**src/hw/rtl/dda_line_rasterizer_assert.svh**
```systemverilog
// assertion macros shared by the line rasterizer modules
`ifndef DDA_LINE_RASTERIZER_ASSERT_SVH
`define DDA_LINE_RASTERIZER_ASSERT_SVH

// same-cycle implication, checked outside reset
`define DDA_ASSERT_IMPL(label, clk, rst_n, ante, cons, msg) \
    label: assert property (@(posedge clk) disable iff (!rst_n) (ante) |-> (cons)) \
        else $error(msg);

// next-cycle implication, checked outside reset
`define DDA_ASSERT_NEXT(label, clk, rst_n, ante, cons, msg) \
    label: assert property (@(posedge clk) disable iff (!rst_n) (ante) |=> (cons)) \
        else $error(msg);

`endif

```
**src/hw/rtl/dda_pkg.sv**
```systemverilog
// shared types and constants for the dda line rasterizer
package dda_pkg;

    // default geometry
    localparam int COORD_BITS_DEF = 10;
    localparam int FRAC_BITS_DEF  = 16;

    // command codes carried on s_tuser
    localparam logic CMD_LOAD = 1'b0;
    localparam logic CMD_STEP = 1'b1;

    // line set-up sequencer
    typedef enum logic [1:0] {
        ST_IDLE,
        ST_DIV_X,
        ST_DIV_Y
    } seq_state_t;

    // divider status towards the sequencer
    typedef struct packed {
        logic busy;
        logic done;
    } div_status_t;

endpackage

```
**src/hw/rtl/dda_div.sv**
```systemverilog
// shared restoring divider: (dividend << FRAC_BITS) / divisor, one quotient bit a cycle
module dda_div
    import dda_pkg::*;
#(
    parameter int COORD_BITS = COORD_BITS_DEF,
    parameter int FRAC_BITS  = FRAC_BITS_DEF
)
(
    input  logic                  clk,
    input  logic                  rst_n,
    input  logic                  start,
    input  logic [COORD_BITS-1:0] dividend,  // never above divisor
    input  logic [COORD_BITS-1:0] divisor,   // non-zero
    output logic [FRAC_BITS:0]    quotient,
    output div_status_t           status
);

    localparam int CNT_W = $clog2(FRAC_BITS + 1);
    localparam logic [CNT_W-1:0] LAST_STEP = CNT_W'(FRAC_BITS);

    logic                  busy_reg, busy_next;
    logic                  done_reg, done_next;
    logic [CNT_W-1:0]      cnt_reg, cnt_next;
    logic [COORD_BITS:0]   rem_reg, rem_next;
    logic [COORD_BITS-1:0] dsr_reg, dsr_next;
    logic [FRAC_BITS:0]    quo_reg, quo_next;

    logic [COORD_BITS:0]   trial;
    logic                  fits;

    // first step takes the integer bit without a shift
    assign trial = (cnt_reg == '0) ? rem_reg : {rem_reg[COORD_BITS-1:0], 1'b0};
    assign fits  = (trial >= {1'b0, dsr_reg});

    // one quotient bit per cycle
    always_comb
    begin
        busy_next = busy_reg;
        done_next = 1'b0;
        cnt_next  = cnt_reg;
        rem_next  = rem_reg;
        dsr_next  = dsr_reg;
        quo_next  = quo_reg;
        if (start)
        begin
            busy_next = 1'b1;
            cnt_next  = '0;
            rem_next  = {1'b0, dividend};
            dsr_next  = divisor;
            quo_next  = '0;
        end
        else if (busy_reg)
        begin
            rem_next = fits ? (trial - {1'b0, dsr_reg}) : trial;
            quo_next = {quo_reg[FRAC_BITS-1:0], fits};
            cnt_next = cnt_reg + 1'b1;
            if (cnt_reg == LAST_STEP)
            begin
                busy_next = 1'b0;
                done_next = 1'b1;
            end
        end
    end

    // control state
    always_ff @(posedge clk or negedge rst_n)
    begin
        if (!rst_n)
        begin
            busy_reg <= 1'b0;
            done_reg <= 1'b0;
            cnt_reg  <= '0;
        end
        else
        begin
            busy_reg <= busy_next;
            done_reg <= done_next;
            cnt_reg  <= cnt_next;
        end
    end

    // datapath
    always_ff @(posedge clk)
    begin
        rem_reg <= rem_next;
        dsr_reg <= dsr_next;
        quo_reg <= quo_next;
    end

    assign quotient    = quo_reg;
    assign status.busy = busy_reg;
    assign status.done = done_reg;

`include "dda_line_rasterizer_assert.svh"

    `DDA_ASSERT_IMPL(a_no_start_when_busy, clk, rst_n, start, !busy_reg, "divider restarted while busy")
    `DDA_ASSERT_IMPL(a_done_not_busy, clk, rst_n, done_reg, !busy_reg, "divider done while still busy")

endmodule

```
**src/hw/rtl/dda_line_rasterizer.sv**
```systemverilog
// dda line rasterizer: load and step sequencer, accumulators and output register
//
// input channel s_*: s_tuser is the command. a load word brings both endpoints
// in s_tdata and returns nothing; a step word returns the next pixel of the
// current line on the m_* channel, with m_tlast on the line's final pixel.
// steps with no line loaded, or after the final pixel, are taken and dropped.
// a load sets the increments with one shared bit-serial divider, x then y,
// while s_tready is low; a zero-length line needs no division and leaves the
// sequencer idle.
// a step is accepted whenever the sequencer is idle and the output register is
// empty or being drained, so pixels flow one per cycle, and m_tvalid rises in
// the cycle after the step word.
// if the receiver stalls, the pixel waits in the output register and s_tready
// drops until it is taken.
// reset clears the accumulators, the increments and the pixel count; no line
// is loaded after reset.
module dda_line_rasterizer
    import dda_pkg::*;
#(
    parameter int COORD_BITS = COORD_BITS_DEF,
    parameter int FRAC_BITS  = FRAC_BITS_DEF
)
(
    input  logic                                   clk,
    input  logic                                   rst_n,
    input  logic                                   s_tvalid,
    output logic                                   s_tready,
    // x_start, y_start, x_end, y_end from the lowest bit, zero padded
    input  logic [((4*COORD_BITS+7)/8)*8-1:0]      s_tdata,
    // command
    input  logic                                   s_tuser,
    output logic                                   m_tvalid,
    input  logic                                   m_tready,
    // pixel_x, pixel_y from the lowest bit, zero padded
    output logic [((2*COORD_BITS+7)/8)*8-1:0]      m_tdata,
    output logic                                   m_tlast
);

    localparam int ACC_W  = COORD_BITS + FRAC_BITS + 1;
    localparam int INC_W  = FRAC_BITS + 2;
    localparam int CNT_W  = COORD_BITS + 1;
    localparam int MDAT_W = ((2*COORD_BITS+7)/8)*8;
    localparam logic [ACC_W-1:0] HALF_PIXEL = ACC_W'(1) << (FRAC_BITS - 1);

    // sequencer and line state
    seq_state_t              state_reg, state_next;
    logic                    div_go_reg, div_go_next;
    logic [ACC_W-1:0]        xacc_reg, xacc_next;
    logic [ACC_W-1:0]        yacc_reg, yacc_next;
    logic [INC_W-1:0]        xinc_reg, xinc_next;
    logic [INC_W-1:0]        yinc_reg, yinc_next;
    logic [CNT_W-1:0]        remain_reg, remain_next;
    logic                    active_reg, active_next;
    logic [COORD_BITS-1:0]   adx_reg, adx_next;
    logic [COORD_BITS-1:0]   ady_reg, ady_next;
    logic [COORD_BITS-1:0]   len_reg, len_next;
    logic                    xneg_reg, xneg_next;
    logic                    yneg_reg, yneg_next;

    // output register
    logic                    mvalid_reg, mvalid_next;
    logic [COORD_BITS-1:0]   px_reg, px_next;
    logic [COORD_BITS-1:0]   py_reg, py_next;
    logic                    mlast_reg, mlast_next;

    logic                    ready;
    logic                    in_fire;
    logic                    load_fire;
    logic                    step_fire;

    logic [COORD_BITS-1:0]   xs, ys, xe, ye;
    logic [COORD_BITS:0]     dx, dy;
    logic [COORD_BITS-1:0]   adx, ady, len;

    logic [COORD_BITS-1:0]   div_dividend;
    logic [FRAC_BITS:0]      div_quo;
    div_status_t             div_stat;
    logic [INC_W-1:0]        quo_pos, quo_neg;

    logic [COORD_BITS-1:0]   pix_x, pix_y;

    // unpack the input word
    assign xs = s_tdata[COORD_BITS-1:0];
    assign ys = s_tdata[2*COORD_BITS-1:COORD_BITS];
    assign xe = s_tdata[3*COORD_BITS-1:2*COORD_BITS];
    assign ye = s_tdata[4*COORD_BITS-1:3*COORD_BITS];

    // deltas, magnitudes and step count
    assign dx  = {1'b0, xe} - {1'b0, xs};
    assign dy  = {1'b0, ye} - {1'b0, ys};
    assign adx = dx[COORD_BITS] ? COORD_BITS'(-dx) : dx[COORD_BITS-1:0];
    assign ady = dy[COORD_BITS] ? COORD_BITS'(-dy) : dy[COORD_BITS-1:0];
    assign len = (adx >= ady) ? adx : ady;

    // handshake
    assign in_fire   = s_tvalid && ready;
    assign load_fire = in_fire && (s_tuser == CMD_LOAD);
    assign step_fire = in_fire && (s_tuser == CMD_STEP) && active_reg;

    // shared divider, x first then y
    assign div_dividend = (state_reg == ST_DIV_Y) ? ady_reg : adx_reg;

    dda_div #(
        .COORD_BITS (COORD_BITS),
        .FRAC_BITS  (FRAC_BITS)
    ) u_div (
        .clk      (clk),
        .rst_n    (rst_n),
        .start    (div_go_reg),
        .dividend (div_dividend),
        .divisor  (len_reg),
        .quotient (div_quo),
        .status   (div_stat)
    );

    assign quo_pos = {1'b0, div_quo};
    assign quo_neg = -quo_pos;

    // accumulator truncated toward zero
    function automatic logic [COORD_BITS-1:0] to_pixel(input logic [ACC_W-1:0] acc);
        logic [ACC_W-1:0] mag;
        begin
            mag = -acc;
            if (acc[ACC_W-1])
                to_pixel = -mag[FRAC_BITS+COORD_BITS-1:FRAC_BITS];
            else
                to_pixel = acc[FRAC_BITS+COORD_BITS-1:FRAC_BITS];
        end
    endfunction

    assign pix_x = to_pixel(xacc_reg);
    assign pix_y = to_pixel(yacc_reg);

    // next state
    always_comb
    begin
        state_next = state_reg;
        unique case (state_reg)
            ST_IDLE:
            begin
                if (load_fire && (len != '0))
                    state_next = ST_DIV_X;
            end
            ST_DIV_X:
            begin
                if (div_stat.done)
                    state_next = ST_DIV_Y;
            end
            ST_DIV_Y:
            begin
                if (div_stat.done)
                    state_next = ST_IDLE;
            end
            default:
            begin
                state_next = ST_IDLE;
            end
        endcase
    end

    // sequencer outputs
    always_comb
    begin
        ready = 1'b0;
        unique case (state_reg)
            ST_IDLE:  ready = !mvalid_reg || m_tready;
            ST_DIV_X: ready = 1'b0;
            ST_DIV_Y: ready = 1'b0;
            default:  ready = 1'b0;
        endcase
    end

    // line set-up and stepping
    always_comb
    begin
        div_go_next = 1'b0;
        xacc_next   = xacc_reg;
        yacc_next   = yacc_reg;
        xinc_next   = xinc_reg;
        yinc_next   = yinc_reg;
        remain_next = remain_reg;
        active_next = active_reg;
        adx_next    = adx_reg;
        ady_next    = ady_reg;
        len_next    = len_reg;
        xneg_next   = xneg_reg;
        yneg_next   = yneg_reg;
        if (load_fire)
        begin
            adx_next    = adx;
            ady_next    = ady;
            len_next    = len;
            xneg_next   = dx[COORD_BITS];
            yneg_next   = dy[COORD_BITS];
            xinc_next   = '0;
            yinc_next   = '0;
            div_go_next = (len != '0);
            remain_next = {1'b0, len} + 1'b1;
            active_next = 1'b1;
            // start half a pixel along each delta
            xacc_next = {1'b0, xs, {FRAC_BITS{1'b0}}};
            if (dx[COORD_BITS])
                xacc_next = xacc_next - HALF_PIXEL;
            else if (dx != '0)
                xacc_next = xacc_next + HALF_PIXEL;
            yacc_next = {1'b0, ys, {FRAC_BITS{1'b0}}};
            if (dy[COORD_BITS])
                yacc_next = yacc_next - HALF_PIXEL;
            else if (dy != '0)
                yacc_next = yacc_next + HALF_PIXEL;
        end
        else if (step_fire)
        begin
            remain_next = remain_reg - 1'b1;
            if (remain_reg == CNT_W'(1))
                active_next = 1'b0;
            else
            begin
                xacc_next = xacc_reg + {{(ACC_W-INC_W){xinc_reg[INC_W-1]}}, xinc_reg};
                yacc_next = yacc_reg + {{(ACC_W-INC_W){yinc_reg[INC_W-1]}}, yinc_reg};
            end
        end
        // signed increments from the divider
        if ((state_reg == ST_DIV_X) && div_stat.done)
        begin
            xinc_next   = xneg_reg ? quo_neg : quo_pos;
            div_go_next = 1'b1;
        end
        if ((state_reg == ST_DIV_Y) && div_stat.done)
            yinc_next = yneg_reg ? quo_neg : quo_pos;
    end

    // output register
    always_comb
    begin
        mvalid_next = mvalid_reg && !m_tready;
        px_next     = px_reg;
        py_next     = py_reg;
        mlast_next  = mlast_reg;
        if (step_fire)
        begin
            mvalid_next = 1'b1;
            px_next     = pix_x;
            py_next     = pix_y;
            mlast_next  = (remain_reg == CNT_W'(1));
        end
    end

    // control state and line registers
    always_ff @(posedge clk or negedge rst_n)
    begin
        if (!rst_n)
        begin
            state_reg  <= ST_IDLE;
            div_go_reg <= 1'b0;
            xacc_reg   <= '0;
            yacc_reg   <= '0;
            xinc_reg   <= '0;
            yinc_reg   <= '0;
            remain_reg <= '0;
            active_reg <= 1'b0;
            mvalid_reg <= 1'b0;
        end
        else
        begin
            state_reg  <= state_next;
            div_go_reg <= div_go_next;
            xacc_reg   <= xacc_next;
            yacc_reg   <= yacc_next;
            xinc_reg   <= xinc_next;
            yinc_reg   <= yinc_next;
            remain_reg <= remain_next;
            active_reg <= active_next;
            mvalid_reg <= mvalid_next;
        end
    end

    // payload registers
    always_ff @(posedge clk)
    begin
        adx_reg   <= adx_next;
        ady_reg   <= ady_next;
        len_reg   <= len_next;
        xneg_reg  <= xneg_next;
        yneg_reg  <= yneg_next;
        px_reg    <= px_next;
        py_reg    <= py_next;
        mlast_reg <= mlast_next;
    end

    assign s_tready = ready;
    assign m_tvalid = mvalid_reg;
    assign m_tdata  = MDAT_W'({py_reg, px_reg});
    assign m_tlast  = mlast_reg;

`include "dda_line_rasterizer_assert.svh"

    `DDA_ASSERT_IMPL(a_ready_only_idle, clk, rst_n, s_tready, state_reg == ST_IDLE,
                     "ready while setting up a line")
    `DDA_ASSERT_IMPL(a_active_count, clk, rst_n, 1'b1, active_reg == (remain_reg != '0),
                     "line active flag disagrees with pixel count")
    `DDA_ASSERT_NEXT(a_step_gives_word, clk, rst_n, step_fire, m_tvalid,
                     "served step gave no output word")
    `DDA_ASSERT_NEXT(a_div_go_setup, clk, rst_n, div_go_reg,
                     (state_reg == ST_DIV_X) || (state_reg == ST_DIV_Y),
                     "divider started outside line set-up")

endmodule
```
**config.mk**
```make
export PLATFORM = sky130hd
export DESIGN_NAME = dda_line_rasterizer
export DESIGN_NICKNAME = d
export VERILOG_FILES = /design/src/hw/rtl/dda_pkg.sv /design/src/hw/rtl/dda_div.sv /design/src/hw/rtl/dda_line_rasterizer.sv
export VERILOG_INCLUDE_DIRS = /design/src /design/src/hw/rtl
export SDC_FILE = /design/constraint.sdc
export NUM_CORES = 1
export LEC_CHECK = 0
export ABC_AREA = 1
export BUFFER_PORTS_ARGS = -buffer_cell sky130_fd_sc_hd__buf_2
export CAP_MARGIN = 30
export CORE_MARGIN = 3
export CORE_UTILIZATION = 53
export DETAILED_ROUTE_END_ITERATION = 10
export PLACE_DENSITY = 0.8
export RECOVER_POWER = 50
export SETUP_SLACK_MARGIN = 0.1
export SYNTH_ARGS = -nofsm -noshare
export SYNTH_HDL_FRONTEND = slang
export SYNTH_SLANG_ARGS = --single-unit
```
**constraint.sdc**
```tcl
create_clock -name clk -period 5.24 [get_ports clk]
set_clock_uncertainty 0.2 [all_clocks]
set_input_delay 0.262 -clock clk [delete_from_list [all_inputs] [get_ports clk]]
set_output_delay 0.262 -clock clk [all_outputs]
set_load 0.02 [all_outputs]
```
==> metrics <==
Detailed Route WL=43900 µm; row count=62; Lkg Pwr=8.47 nW; Mapped Area=0.0158 mm²; setup bufs post-CTS=0; post-layout net count=2440; Seq/Total Area, Yosys=34.0%; antenna viol nets, final=0; Worst slew margin=-128%; crit-path leading delay family=simple AND/OR/NAND/NOR gates; DR iter-0 viols=1181; drc violations=0; Startpoint Class=input port; clock-pin slew on the worst setup and hold paths=0.06 ns; ant diodes=0; Tcrit/Tclk final=89.8%; design area=0.0173 mm²; Setup Crit Path Kind=input port to register; critical path data arrival time=4.94 ns; fmax=213 MHz; number of global-route vias before repair=14343; top-count cell post-synth=nand2_1; Slowest Stage Delay on Critical Path=0.53 ns; Starting Density=54.4%; Max Fanout on Critical Path=16; path type of the worst min-delay path=input port to register; Final Hold Fails=0; number of port buffers=67; Syn-to-layout area delta=9.42%; Horiz. Die Dim=179 µm; CTS Buf Count=24; CP Buf/Inv Count=7; register bit total from synthesis=204; Die ar.=0.0320 mm²; total negative slack=0 ns; ys async rst share=55.4%; syn avg cell area=7.11 µm²; Final Non-Filler Cells=2686; Routed WL per cell=16.3 µm; count of final setup violators=0; biggest area consumer among synthesized cells=dfrtp_1; failing checks=capacitance limit, slew limit; Ports=72; Die H=179 µm; main area contributors after synthesis=dfrtp_1, edfxtp_1, nand2_1; H-tree levels=1; Yosys top cell area share=17.9%; global-route usage over all layers=27.4%; DP Area=0.0165 mm²; CTS sink cnt=204; proportion of layout cells with a drive suffix above 1=7.17%; total congestion overflow=0; pin count of the biggest net entering global routing=61; CP max-delay cell=dlygate4sd3_1; DPL Wire Length=33400 µm; GP Congestion=0.974; commonest cells in the synthesized netlist=nand2_1, inv_1, o21ai_0; RSZ-0062 raised after global routing=false; Core ar.=0.0291 mm²; minimum clock period=4.70 ns; status=finished, violations left; Power Dens Cells=555 mW/mm²; Worst Setup End Kind=register; CTS root buf=clkbuf_16; Inst Count DP=2636; Top cell by count, worst path=nand2_1; Max-Cap Viols=3; Synth cell types=62; clk buf depth=3; Worst-Margin Slew=3.41 ns; DR vias/cell=5.66; TritonRoute pass-1 iters=6; clk_lat worst skew=0.53 ns; synthesized instance count=2225; peak supply drop=253 µV; total number of vias=15196; WHS=0.0110 ns; Synth Flop Type=dfrtp_1; CTS tree=built; Final Max Tran Viols=132; first-pass GRT wire length=70900 µm; number of synthesized flops with an enable pin=73; worst endpoint required time=5.48 ns; antenna violations before repair=2; warnings from Yosys=0
==> kinds of logic after synthesis <==
group,Yosys count,synth area share (%)
other,1,0.0237
adder cells (fa/ha/maj),110,8.93
flip-flops,204,34.0
AND/OR/NAND/NOR,998,27.9
AO/OA/AOI/OAI,457,16.0
XOR/XNOR,61,3.38
buffers and inverters,394,9.81
==> cell usage in the layout, fill, tap and decap left out, types with 6 or more instances in the layout <==
cell and n:
nor2_2 9, edfxtp_1 73, o21ai_1 9, nand4_1 36, nor3_1 29, inv_1 333
nand3_1 181, nand3_2 7, clkbuf_1 30, o21bai_1 12, dlygate4sd3_1 6, dfrtp_1 113
buf_2 41, o211ai_1 11, o21ai_0 204, clkbuf_16 24, xnor2_1 13, xor2_1 48
dfxtp_1 18, a21oi_1 130, nand2_2 23, nor2_4 8, o22ai_1 39, a21o_1 6
nand2_1 490, clkinv_2 7, or2_2 9, a31oi_1 18, buf_4 10, ha_1 105
nor2_1 187
==> per-layer routing <==
layer | vias up | global-route usage (%) | part of all wire [%]
met5 | - | 0 | 0.071
met4 | 4 | 10.5 | 3.8
met3 | 114 | 4.87 | 7.1
met2 | 511 | 45.9 | 46
met1 | 7048 | 35.2 | 43
li1 | 7519 | - | -
==> worst paths after layout <==
check,cells after the start,startpoint,endpoint,slack [ns]
setup / recovery,28,s_tdata[9],remain_reg[10],0.54
hold / removal,4,s_tdata[17],yacc_reg[23],0.01
hold reg to reg,0,len_reg[2],u_div.dsr_reg[2],0.22
min in group asynchronous,2,rst_n,xacc_reg[24],1.21
max in group asynchronous,3,rst_n,remain_reg[0],1.41
setup reg to reg,9,state_reg[0],yacc_reg[26],0.96
==> metrics by stage <==
stage,power (W),util (%),setup slack [ns]
detailed placement,0.00775,56.7,0.618
CTS,0.00957,59.7,0.802
global placement,0.00761,56.7,0.712
finish,0.00961,59.5,0.536
global route,0.0105,59.5,0.237
floorplan,0.00649,-,1.23
==> report_power, final <==
| part | total [W] | internal (W) | switching (W) | leakage, nW |
|---|---|---|---|---|
| combinational | 0.00509 | 0.00176 | 0.00333 | 5.80 |
| sequential | 0.00276 | 0.00228 | 0.000472 | 2.25 |
| clock | 0.00176 | 0.00108 | 0.000686 | 0.417 |
| total | 0.00961 | 0.00512 | 0.00449 | 8.47 |
==> repair_timing <==
item	CTS	global route
hold buffers	6	0
endpoints found under the hold margin	64	0
resized for setup	0	0
==> tightest hold or removal path, cell delays in order <==
cell and delay, ns:
buf_2 0.11, xor2_1 0.09, o21ai_0 0.16, a22oi_1 0.07
==> layout make-up <==
class / count / area, µm²
fillers: 2680 / 11800
multi-input cells: 1630 / 8880
flip-flops and latches: 204 / 5380
inverters: 339 / 1280
clock buffers: 29 / 649
well taps: 384 / 480
repair buffers: 86 / 460
clock inverters: 14 / 181
No activity file was read; power rests on OpenSTA's default activity.
